===== src/spq_pkg.sv =====
// spq_pkg: shared types, codes and defaults for the stable priority queue
// used by spq_cell and stable_priority_queue; depends on nothing
package spq_pkg;

  localparam int CAPACITY_DEFAULT = 64;
  localparam int COUNT_OUT_W      = 7;

  localparam logic CMD_INSERT = 1'b0;
  localparam logic CMD_REMOVE = 1'b1;

  localparam logic [1:0] ST_OK    = 2'd0;
  localparam logic [1:0] ST_DUP   = 2'd1;
  localparam logic [1:0] ST_EMPTY = 2'd2;
  localparam logic [1:0] ST_FULL  = 2'd3;

  typedef struct packed {
    logic        [15:0] id;
    logic        [15:0] kind;
    logic signed [31:0] prio;
  } entry_t;

  typedef struct packed {
    logic cmp;
    logic ins;
    logic rem;
  } cell_ctl_t;

  typedef enum logic [1:0] {
    S_IDLE,
    S_CMP,
    S_EXEC
  } state_t;

endpackage


===== src/spq_cell.sv =====
// spq_cell: one slot of the sorted shift-register queue
// depends on spq_pkg; instantiated in a row by stable_priority_queue
module spq_cell (
  input  logic               clk,
  input  logic               rst_n,
  input  spq_pkg::cell_ctl_t ctl,
  input  spq_pkg::entry_t    new_ent,
  input  spq_pkg::entry_t    prev_ent,
  input  logic               prev_valid,
  input  logic               prev_le,
  input  spq_pkg::entry_t    next_ent,
  input  logic               next_valid,
  output spq_pkg::entry_t    ent,
  output logic               valid,
  output logic               le,
  output logic               match
);

  spq_pkg::entry_t ent_r;
  logic            valid_r;
  logic            le_r;
  logic            match_r;

  always_ff @(posedge clk) begin
    if (!rst_n) begin
      valid_r <= 1'b0;
      le_r    <= 1'b0;
      match_r <= 1'b0;
    end else begin
      if (ctl.cmp) begin
        le_r    <= valid_r && (ent_r.prio <= new_ent.prio);
        match_r <= valid_r && (ent_r.id == new_ent.id);
      end
      if (ctl.ins && !le_r) begin
        valid_r <= prev_le ? 1'b1 : prev_valid;
      end else if (ctl.rem) begin
        valid_r <= next_valid;
      end
    end
  end

  always_ff @(posedge clk) begin
    if (ctl.ins && !le_r) begin
      ent_r <= prev_le ? new_ent : prev_ent;
    end else if (ctl.rem) begin
      ent_r <= next_ent;
    end
  end

  assign ent   = ent_r;
  assign valid = valid_r;
  assign le    = le_r;
  assign match = match_r;

endmodule


===== config.mk =====
export PLATFORM = sky130hd
export DESIGN_NAME = spq_cell
export DESIGN_NICKNAME = d
export VERILOG_FILES = /design/src/spq_pkg.sv /design/src/spq_cell.sv
export SDC_FILE = /design/constraint.sdc
export NUM_CORES = 1
export LEC_CHECK = 0
export BUFFER_PORTS_ARGS = -buffer_cell sky130_fd_sc_hd__buf_2
export CELL_PAD_IN_SITES_DETAIL_PLACEMENT = 2
export CELL_PAD_IN_SITES_GLOBAL_PLACEMENT = 2
export CORE_MARGIN = 2
export CORE_UTILIZATION = 26
export DETAILED_ROUTE_END_ITERATION = 7
export GPL_ROUTABILITY_DRIVEN = 0
export HOLD_SLACK_MARGIN = 0.1
export PLACE_DENSITY = 0.89
export SYNTH_ARGS = -nofsm -noshare
export SYNTH_HDL_FRONTEND = slang
export SYNTH_SLANG_ARGS = --single-unit
export TNS_END_PERCENT = 1

===== constraint.sdc =====
create_clock -name clk -period 5.3 [get_ports clk]
set_input_delay 0.795 -clock clk [delete_from_list [all_inputs] [get_ports clk]]
set_output_delay 0.795 -clock clk [all_outputs]
set_load 0.005 [all_outputs]

# Word level (Yosys, flattened, before mapping)
# Cells that the tools add are included.
totals:
  n_memories: 0
  reg_bits: 67
  latchBits: 0
  mem_bits_ro: 0
  mem_bits_rw: 0
  output_inout_bits: 67
  wordCells: 19
classes:
  n_reduce_logical: 5
  n_mux: 6
  bitwise_logic: 0
  order_cmp: 1
  add_sub_neg: 0
  shifts: 0
  mul: 0
  eq_ne: 1
  div: 0
ops:
  columns: ["cell", "count"]
  rows:
  - ["$mux 64", 3]
  - ["$le 32x32->1", 1]
  - ["$eq 16x16->1", 1]
  - ["$logic_and 1x1->1", 3]
  - ["$mux 1", 3]
  - ["$reduce_bool 2->1", 1]
  - ["$logic_not 1->1", 1]

# Longest topological paths before layout
logic_depth:
  ltp_word: 3
  depth_mapped: 8
  ltp_nobuf: 8

# Worst setup path after synthesis
# Ideal clock, no wire load.
synth_timing:
  kind: "input -> register"
  from: "input ctl[1] (netlist name)"
  to: "register ent_r, in the netlist ent[0], enable pin"
  setup_slack_ns: 2.330
  path_buffers: 1
  setup_ns: 0.433
  t_arrival_ns: 2.538
  path_stages: 3
  path_cell_list: "nand2b_1 buf_2 nand2b_1"
synth_between:
  elab_chain_len: 2
synth_rtl:
  columns: ["item", "line_no", "rtl"]
  rows:
  - ["from (decl)", "spq_cell.sv:6", "input spq_pkg::cell_ctl_t ctl,"]
  - ["$logic_and 1x1->1", "spq_cell.sv:43", "if (ctl.ins && !le_r) begin"]
  - ["$reduce_bool 2->1 (no line)", null, null]
  - ["to (signal assigned)", "spq_cell.sv:44", "ent_r <= prev_le ? new_ent : prev_ent;"]
  - ["to (signal assigned)", "spq_cell.sv:46", "ent_r <= next_ent;"]
  - ["to (decl)", "spq_cell.sv:19", "spq_pkg::entry_t ent_r;"]
# Every way passes these cells.
# A chain may end at the register's enable or synchronous reset.

# Worst setup path in the final report
layout_timing:
  from: "input prev_le"
  to: "register ent_r, in the netlist ent[11], data pin"
layout_between:
  elab_chain_len: 2
layout_rtl:
  columns: ["item", "line_no", "rtl"]
  rows:
  - ["from (decl)", "spq_cell.sv:10", "input logic prev_le,"]
  - ["$mux 64", "spq_cell.sv:44", null]
  - ["$mux 64", "spq_cell.sv:43", null]
# Every way passes these cells.

==> summary.md <==
| Metric | Value |
|---|---|
| Syn_nets | `663` |
| Hold Slack | `466 ps` |
| Crit. End Element | `flop` |
| DRT iter0 DRCs | `92` |
| Static Leak | `3.12 nW` |
| EDFF count, synth | `64` |
| Syn_area_per_cell | `10.2 µm²` |
| Crit path max fanout | `34` |
| Antenna Cells | `0` |
| Peak supply drop | `132 µV` |
| RSZ-0062 raised after global routing | `false` |
| Final setup violation count | `0` |
| DRC viols | `0` |
| DR vias/cell | `4.69` |
| Via count | `4291` |
| Cell Area, Synth | `0.00438 mm²` |
| Fin crit share | `43.4%` |
| Row count | `47` |
| Final ANT Viol Nets | `0` |
| Hpwl dp | `13100 µm` |
| Synth area leader | `edfxtp_1` |
| Setup total negative slack | `0 ps` |
| Status | `finished clean` |
| Worst Tran Pin Value | `954 ps` |
| I/O Buffers | `266` |
| Root buf cell | `clkbuf_16` |
| CTS tree | `yes` |
| Worst-Skew Late Latency | `330 ps` |
| Slew Limit Fails | `0` |
| Top cells by area, synth | `edfxtp_1 (44%), mux2i_1 (15%), ha_1 (9.1%)` |
| Final worst setup slack | `3000 ps` |
| H-tree depth | `3` |
| FFs w/ async S/R, synth | `0%` |
| Clock-pin slew on the worst setup and hold paths | `50 ps` |
| Netlist cell types | `34` |
| Worst setup SP type | `input port` |
| Die H | `134 µm` |
| FF+latch count, synth | `67` |
| Worst EP required | `5340 ps` |
| Pin count of the biggest net entering global routing | `73` |
| CP Data Arrival Time | `2340 ps` |
| Hold Crit Class | `flop to flop` |
| F_max | `435 MHz` |
| Post-Synthesis Cells | `431` |
| CP Class | `input port to flop` |
| DR pass1 iterations | `4` |
| Drt wl/cell | `17.7 µm` |
| Die area | `0.0179 mm²` |
| Share of cells above drive strength 1 | `42.2%` |
| Fin. Hold Viols | `0` |
| Ports | `267` |
| Number of global-route vias before repair | `5036` |
| Final core occ | `37.8%` |
| Slew HR | `36.4%` |
| GRT Total Usage | `18.1%` |
| Post-layout minimum cycle time | `2300 ps` |
| Dominant synthesized flop cell | `edfxtp_1` |
| Setup WS pre-CTS | `2620 ps` |
| PwrDens | `279 mW/mm²` |
| Initial Utilization | `26.5%` |
| Most common cell in the netlist | `nand2_1` |
| Total CTS buffers | `9` |
| Initial antenna violation count | `0` |
| Clock tree buffer depth | `2` |
| Yosys Warn Count | `0` |
| Top post-synthesis cells by count | `nand2_1 (71), mux2i_1 (65), edfxtp_1 (64), o21ai_1 (41), inv_1 (35)` |
| Grt total ovfl | `0` |
| Nets | `921` |
| Wire length of the first global-routing pass | `25400 µm` |
| Post-CTS sizing | `0` |
| Synth top area share | `43.9%` |
| Post-synthesis sequential area ratio | `45.2%` |
| Core Region | `0.0165 mm²` |
| Clk_skew | `6.58 ps` |
| Die Wd | `134 µm` |
| Clk sink count | `67` |
| Hold bufs inserted after CTS | `0` |
| Setup bufs post-CTS | `0` |
| Area growth syn-to-layout | `42.4%` |
| Maxcap violations | `0` |
| Post-Route WL | `16200 µm` |
layout by cell type (no fill, tap or decap), types with 2 or more instances in the layout:
| master | instances |
|---|---|
| xnor2_1 | 16 |
| clkbuf_16 | 9 |
| dfxtp_1 | 3 |
| edfxtp_1 | 64 |
| nand2_1 | 71 |
| nand2b_4 | 2 |
| clkinv_1 | 2 |
| a21oi_1 | 13 |
| nor3_2 | 2 |
| o21ai_1 | 41 |
| o21bai_1 | 2 |
| o21ai_0 | 27 |
| inv_1 | 35 |
| nand4_1 | 8 |
| buf_2 | 265 |
| buf_4 | 3 |
| nor2_1 | 2 |
| nand3_1 | 6 |
| a21o_1 | 2 |
| clkinv_2 | 3 |
| a211oi_1 | 2 |
| mux2i_1 | 65 |
| nor4_1 | 3 |
| ha_1 | 32 |
| nand4_2 | 3 |
| bufinv_16 | 2 |
critical path, stage by stage:
cell     delay [ps]
buf_4           480
buf_4           610
mux2i_1         290
o21ai_0         120
cell type report:
class / instances / area (µm²)
inverter: 35 / 131
clock inverter: 7 / 82.6
tap: 220 / 275
fill: 1851 / 10300
clock buffer: 9 / 225
sequential: 67 / 1980
multi-input combinational: 308 / 2190
timing repair buffer: 268 / 1350
where the power goes:
part	leakage [nW]	internal (mW)	switching [mW]
clock network	0.154	0.406	0.233
registers	0.688	0.659	0.0340
logic	2.28	0.190	0.216
total	3.12	1.26	0.483
final timing paths:
check	startpoint	end	slack [ps]	depth (start not counted)
worst min-delay path	match	match	470	2
worst min register to register	match	match	470	2
worst max-delay path	prev_le	ent[11]	3000	4
worst max register to register	le	ent[42]	3110	3
state kept, by name (all words and copies together) (netlist names):
| signal | cells |
|---|---|
| ent | 64 |
| le | 1 |
| match | 1 |
| valid | 1 |
metal layers:
| layer | share of wire, % | global-route usage [%] | up-vias |
|---|---|---|---|
| met5 | 0 | 0 | - |
| met2 | 52 | 34.1 | 173 |
| li1 | - | - | 2072 |
| met1 | 39 | 19.3 | 2023 |
| met4 | 2.1 | 6.80 | 0 |
| met3 | 7.1 | 4.54 | 23 |
through the flow:
step                      std cells  power, mW  instance area [µm²]
after floorplan                 431      0.900                 4380
final                           914       1.74                 6240
after global placement          898       1.09                 5930
after CTS                       914       1.77                 6240
after detailed placement        898       1.12                 5930
after global routing            914       1.83                 6240
kinds of logic after synthesis:
kind of cell,count (synthesis),synth area share [%]
AND/OR/NAND/NOR,102,11.1
AO/OA/AOI/OAI,93,11.5
flip-flops,67,45.2
multiplexers,65,14.8
buffers and inverters,56,5.03
adder cells (fa/ha/maj),32,9.14
XOR/XNOR,16,3.20
Note: power is estimated with default switching activity, not from simulation.
